$ cat src/rtl/srpr_pkg.sv
`timescale 1ns / 1ps

package srpr_pkg;

	localparam int NW  = 14;       // nside
	localparam int ZW  = 18;       // height, Q1.16 signed
	localparam int RW  = 15;       // ring index
	localparam int PW  = 30;       // pixel index
	localparam int DW  = 15;       // cap distance 1-|z|, at most 21845
	localparam int AW  = 42;       // sqrt radicand 3*dist*n^2
	localparam int QW  = AW / 2;   // root width, one bit per sqrt stage
	localparam int RMW = QW + 2;   // sqrt remainder

	localparam int Q_ONE     = 65536;
	localparam int CAP_LIMIT = 43691;

	typedef enum logic [1:0] {
		ZONE_NORTH = 2'd0,
		ZONE_EQ    = 2'd1,
		ZONE_SOUTH = 2'd2
	} zone_t;

	typedef struct packed {
		zone_t          zone;
		logic [RW-1:0]  ring_eq;
	} sqrt_tag_t;

endpackage

$ cat src/rtl/srpr_isqrt.sv
`timescale 1ns / 1ps

// Restoring integer square root, one root bit per stage.
module srpr_isqrt (
	input  logic                   clk,
	input  logic                   arst_n,
	input  logic                   en,
	input  logic                   in_vld,
	input  logic [srpr_pkg::AW-1:0] in_a,
	input  srpr_pkg::sqrt_tag_t    in_tag,
	output logic                   out_vld,
	output logic [srpr_pkg::QW-1:0] out_root,
	output srpr_pkg::sqrt_tag_t    out_tag
);
	import srpr_pkg::*;

	logic [AW-1:0]  a_s    [QW-1];
	logic [RMW-1:0] rem_s  [QW-1];
	logic [QW-1:0]  root_s [QW];
	sqrt_tag_t      tag_s  [QW];
	logic [QW-1:0]  vld_s;

	genvar i;
	generate
		for (i = 0; i < QW; i++) begin : g_stage
			localparam int P = 2 * (QW - 1 - i);
			logic [AW-1:0]  a_in;
			logic [RMW-1:0] rem_in;
			logic [QW-1:0]  root_in;
			sqrt_tag_t      tag_in;
			logic           vld_in;
			logic [RMW+1:0] shl;
			logic [RMW+1:0] trial;
			logic [RMW+1:0] diff;
			logic           ge;
			logic [RMW-1:0] rem_nxt;
			logic [QW-1:0]  root_nxt;

			if (i == 0) begin : g_first
				assign a_in    = in_a;
				assign rem_in  = '0;
				assign root_in = '0;
				assign tag_in  = in_tag;
				assign vld_in  = in_vld;
			end else begin : g_rest
				assign a_in    = a_s[i-1];
				assign rem_in  = rem_s[i-1];
				assign root_in = root_s[i-1];
				assign tag_in  = tag_s[i-1];
				assign vld_in  = vld_s[i-1];
			end

			always_comb begin
				shl      = {rem_in, a_in[P+1:P]};
				trial    = (RMW+2)'({root_in, 2'b01});
				diff     = shl - trial;
				ge       = (shl >= trial);
				rem_nxt  = ge ? diff[RMW-1:0] : shl[RMW-1:0];
				root_nxt = {root_in[QW-2:0], ge};
			end

			always_ff @(posedge clk or negedge arst_n) begin
				if (!arst_n) begin
					vld_s[i] <= 1'b0;
				end else if (en) begin
					vld_s[i] <= vld_in;
				end
			end

			always_ff @(posedge clk) begin
				if (en) begin
					root_s[i] <= root_nxt;
					tag_s[i]  <= tag_in;
				end
			end

			if (i < QW - 1) begin : g_carry
				always_ff @(posedge clk) begin
					if (en) begin
						a_s[i]   <= a_in;
						rem_s[i] <= rem_nxt;
					end
				end
			end
		end
	endgenerate

	assign out_vld  = vld_s[QW-1];
	assign out_root = root_s[QW-1];
	assign out_tag  = tag_s[QW-1];

endmodule

$ cat config.mk
export PLATFORM = sky130hd
export DESIGN_NAME = srpr_isqrt
export DESIGN_NICKNAME = d
export VERILOG_FILES = /design/src/rtl/srpr_pkg.sv /design/src/rtl/srpr_isqrt.sv
export SDC_FILE = /design/constraint.sdc
export NUM_CORES = 2
export LEC_CHECK = 0
export BUFFER_PORTS_ARGS = -buffer_cell sky130_fd_sc_hd__buf_2
export CAP_MARGIN = 5
export CORE_ASPECT_RATIO = 0.8
export CORE_MARGIN = 10
export CORE_UTILIZATION = 48
export DETAILED_ROUTE_END_ITERATION = 10
export SYNTH_ARGS = -nofsm -noshare
export SYNTH_HDL_FRONTEND = slang
export SYNTH_SLANG_ARGS = --single-unit
$ cat constraint.sdc
create_clock -name clk -period 5.5 [get_ports clk]
set_input_delay 1.1 -clock clk [delete_from_list [all_inputs] [get_ports clk]]
set_output_delay 1.1 -clock clk [all_outputs]
set_load 0.01 [all_outputs]
# [After elaboration in Yosys (flattened, before gate mapping)]
# Memory sizes are Yosys's and may differ from the RTL's.
# Cells that the tools add are included.
[totals] romBits=0 ram_bits=2098 elab_cells=88 latch_bits=0 ff_bits=21 out_inout_bits=39 n_memories=4
[memory_table] memory="a_s" words=20 width=42 read_ports=20 rd_clocked_by_memory_dff=0 write_ports=20 line_no="srpr_isqrt.sv:17" rtl="logic [AW-1:0] a_s [QW-1];"
[memory_table] memory="rem_s" words=20 width=23 read_ports=20 rd_clocked_by_memory_dff=0 write_ports=20 line_no="srpr_isqrt.sv:18" rtl="logic [RMW-1:0] rem_s [QW-1];"
[memory_table] memory="root_s" words=21 width=21 read_ports=21 rd_clocked_by_memory_dff=0 write_ports=21 line_no="srpr_isqrt.sv:19" rtl="logic [QW-1:0] root_s [QW];"
[memory_table] memory="tag_s" words=21 width=17 read_ports=21 rd_clocked_by_memory_dff=0 write_ports=21 line_no="srpr_isqrt.sv:20" rtl="sqrt_tag_t tag_s [QW];"
[op_classes] n_eq_ne=0 n_mul=0 n_reduce_logical=0 n_addsub=20 muxes=22 div=0 shift=0 magnitude_cmp=21 n_bitwise=0
[ops] op="25-bit by 23-bit >= comparator with 1-bit output" n=20
[ops] op="23-bit 2-to-1 mux" n=20
[ops] op="23-bit subtractor" n=19
[ops] op="2-bit by 1-bit subtractor with 3-bit output, second input constant" n=1
[ops] op="2-bit by 1-bit >= comparator with 1-bit output, second input constant" n=1
[ops] op="1-bit 2-to-1 mux" n=2

# [Depth between registers and ports, before layout]
# An unclocked memory read counts as a cell.
[logic_depth] ltp_word=3 ltp_mapped=13 mapped_depth_nobuf=11

# [Least setup slack after synthesis]
# OpenSTA, ideal clock, no wires.
[synth_path] kind="register to register" startpoint="memory rem_s[1][10] (netlist name)" endpoint="memory rem_s[1][41] (netlist name) (data pin)" path_slack_ps=2239 stages_incl_launch_ff=11 setup_time_ps=258 arrival_time_ps=3003 cell_sequence="edfxtp_1 -> or4_1 -> or3_1 -> or4_1 -> or3_1 -> or3_1 -> nand3b_4 -> and3_1 -> buf_6 -> nand3b_2 -> xnor2_1"
[synth_lines] item="start, declared" line_no="srpr_isqrt.sv:18"

==> run_results.csv <==
group,metric,value,unit
status,status,"finished, final reports clean",
logic_synthesis,synth_ff_type,"edfxtp_1",
die,fp.dieH,338.6,um
die,core,125500,um2
sta,tightest_slew,1.158,ns
drt,totalWireLength,95.96,mm
clock_tree,clk_pin_slew,0.06,ns
logic_synthesis,postSynth.asyncResetShare,1.438,%
clock_tree,htreeDepth,4,
clock_tree,cts_buffers,145,
die,die-width,418.3,um
sta,setup_tns,0,ns
setup_path,crit_path_start,"rem_s[4][46]",
setup_path,critPathSlowestCell,"nand2_1",
setup_path,path_max_fanout,29,
cells_and_area,area_delta_synth_final,12.29,%
setup_path,r2r-end,"rem_s[4][82]",
logic_synthesis,seq_area_frac_synth,71.80,%
sta,hold_violations,0,
clock_tree,postCtsHoldBufs,0,
cells_and_area,layout.nets,4654,
clock_tree,clock-sinks,1460,
drt,via_per_inst,5.122,
drt,final_antenna_net_count,0,
setup_path,rr_startpoint,"rem_s[4][46]",
sta,grt_setup_unrepaired,"no",
clock_tree,cts_tree,"yes",
cells_and_area,drive_gt1_share,9.697,%
global_route,grt_max_degree,141,
power_and_ir_drop,peakVddDrop,291.1,uV
global_route,overflow,0,
global_route,grt_antenna_before_repair,0,
global_route,grt_usage,13.55,%
sta,maxSlewHeadroom,22.82,%
drt,drt_first_pass_iters,8,
setup_path,crit_required,5.98,ns
placed_design,globalplace.congestion,0.8189,
global_route,grt_pass1_wl,158.7,mm
logic_synthesis,yosysWarnings,0,
setup_path,worst-path-buf-inv,1,
cells_and_area,layout_commonest_cell,"edfxtp_1",
logic_synthesis,synth_fp_nets,4430,
cells_and_area,antenna-diode-count,0,
setup_path,arrival,4.78,ns
power_and_ir_drop,powerDensity,399.1,nW/um2
sta,fmax,232.3,MHz
job,maxCapViolations,0,
setup_path,r2r_slack,1.20,ns
sta,finalSetupViolations,0,
setup_path,setup.worst_path.start_class,"flip-flop",
drt,drc,0,
setup_path,cp_common_cell,"a21oi_1",
sta,drv_slew,0,
logic_synthesis,syn_inst,4114,
logic_synthesis,synth_enable_flop_cells,1439,
cells_and_area,utilization,54.48,%
setup_path,endpoint_kind,"flip-flop",
setup_path,critPathMaxStageDelay,0.70,ns
die,row_count,116,
global_route,grt_pass1_vias,30806,
drt,wl_per_cell,15.71,um
worst_hold_path,worstHoldPathType,"primary input to async pin",
clock_tree,clk_latency,0.77,ns
setup_path,critPathKind,"flip-flop to flip-flop",
power_and_ir_drop,power_leakage,25.72,nW
cells_and_area,mostFrequentLayoutCells,"edfxtp_1, inv_1, nor2_1",
clock_tree,cts_setup_buffers,0,
sta,fin_worst_skew,0.02640,ns
setup_path,rr_worst_depth,11,
clock_tree,clockBufferDepth,3,
die,ios,102,
sta,fin_crit,4.304,ns
drt,first_iter_violations,2223,
clock_tree,cts-resized-gates,0,
setup_path,crit_chain,"ha_1 > or3_1 > o22ai_1 > nor2_1 > o311ai_0 > a21oi_1 > a21oi_1 > nand2_1 > buf_4 > nor2_1 > a21oi_1",
clock_tree,ctsRootBufferMaster,"clkbuf_16",
placed_design,dpl.hpwl,64.90,mm
die,die_area,141700,um2
logic_synthesis,synth.avg_cell_area,14.81,um2
logic_synthesis,syn_area,60920,um2
logic_synthesis,synth_cell_types,78,
drt,vias,31278,
logic_synthesis,ys_ff_latch,1460,
setup_path,crit_family,"compound AO/OA/AOI/OAI gates",
sta,fin_crit_sh,78.26,%
placed_design,port_buffers,101,
die,start_util,48.52,%
[report_power, final]
| part | internal [W] | switching [W] | total (W) | leakage [nW] |
|---|---|---|---|---|
| logic | 0.00154 | 0.00194 | 0.00347 | 9.37 |
| registers | 0.0136 | 0.000596 | 0.0142 | 14.1 |
| clock network | 0.00543 | 0.00416 | 0.00958 | 2.24 |
| total | 0.0206 | 0.00669 | 0.0273 | 25.7 |
[synth_stat cells (9+ instances only)]
library cell	instances	area share (%)
and2_1	9	0.092
inv_1	306	1.9
nor2b_1	38	0.39
dfrtp_1	21	0.86
nor3_1	95	0.78
nand3_1	60	0.49
nor4_1	39	0.40
clkbuf_1	53	0.33
o21ai_0	158	1.3
nand3b_1	13	0.16
or2_2	18	0.18
ha_1	253	5.2
a21oi_1	244	2.0
nor2_1	260	1.6
edfxtp_1	1439	71
a211oi_1	13	0.16
or4_1	24	0.30
and4_1	11	0.16
and3_1	15	0.15
or3_1	41	0.42
o21a_1	57	0.70
a21o_1	83	1.0
o31ai_1	18	0.22
nand2b_1	53	0.54
xor2_1	147	2.1
nand2_1	214	1.3
a31oi_1	20	0.21
nand4_1	27	0.28
mux2_2	70	1.3
xnor2_1	194	2.8
[metrics by stage]
stage	cells	setup slack [ns]	cell area (um2)	hold WS, ns	total power, W
after detailed placement	5843	1.323	63710	0.4045	0.01794
after global routing	6107	0.9212	68400	0.2414	0.02868
after floorplan	4114	2.239	60920	0.4003	0.01680
final	6107	1.196	68400	0.2604	0.02730
after CTS	6107	1.293	68400	0.2060	0.02767
after global placement	5843	1.341	63710	0.4000	0.01785
[final cells by class]
type,instances,area (um2)
Timing Repair Buffer,134,930.9
Fill cell,10071,57140
Sequential cell,1460,43740
Clock buffer,180,3781
Clock inverter,84,913.4
Multi-Input combinational cell,2290,15820
Inverter,307,1152
Tap cell,1652,2067
[registers in the layout (all words and copies together) (netlist names)]
name and flops:
root_s 231, out_vld 1, rem_s 431, tag_s 357, g_stage.vld_in 20, a_s 420
[how the worst max path moves through the flow]
stage              endpoint  slack (ns)  cells past startpoint
2_1_floorplan  rem_s[1][41]        2.24                     10
3_3_place_gp   rem_s[4][82]        1.34                     11
3_5_place_dp   rem_s[4][82]        1.32                     11
4_1_cts        rem_s[4][82]        1.29                     11
5_1_grt        rem_s[4][82]        0.92                     11
6_report       rem_s[4][82]        1.20                     11
[kinds of logic (layout without fill, tap and decap cells)]
family,count (synthesis),count (layout),synth area share (%)
simple gates,951,951,7.788
fa+ha+maj,253,253,5.196
compound gates,667,667,6.644
xor+xnor,341,341,4.903
mux,77,77,1.409
buf+inv,364,705,2.257
flops,1460,1460,71.80
other cells,1,1,0.006156
[metal layers]
layer  vias to the layer above  track usage [%]  routed length [um]
met5                         -                0                   0
met1                     14843            19.33               46660
met2                       514            20.60               42620
met3                       182            2.952                4351
li1                      15739                -                   -
met4                         0            4.458                2320
Note: power is estimated with default switching activity, not from simulation.
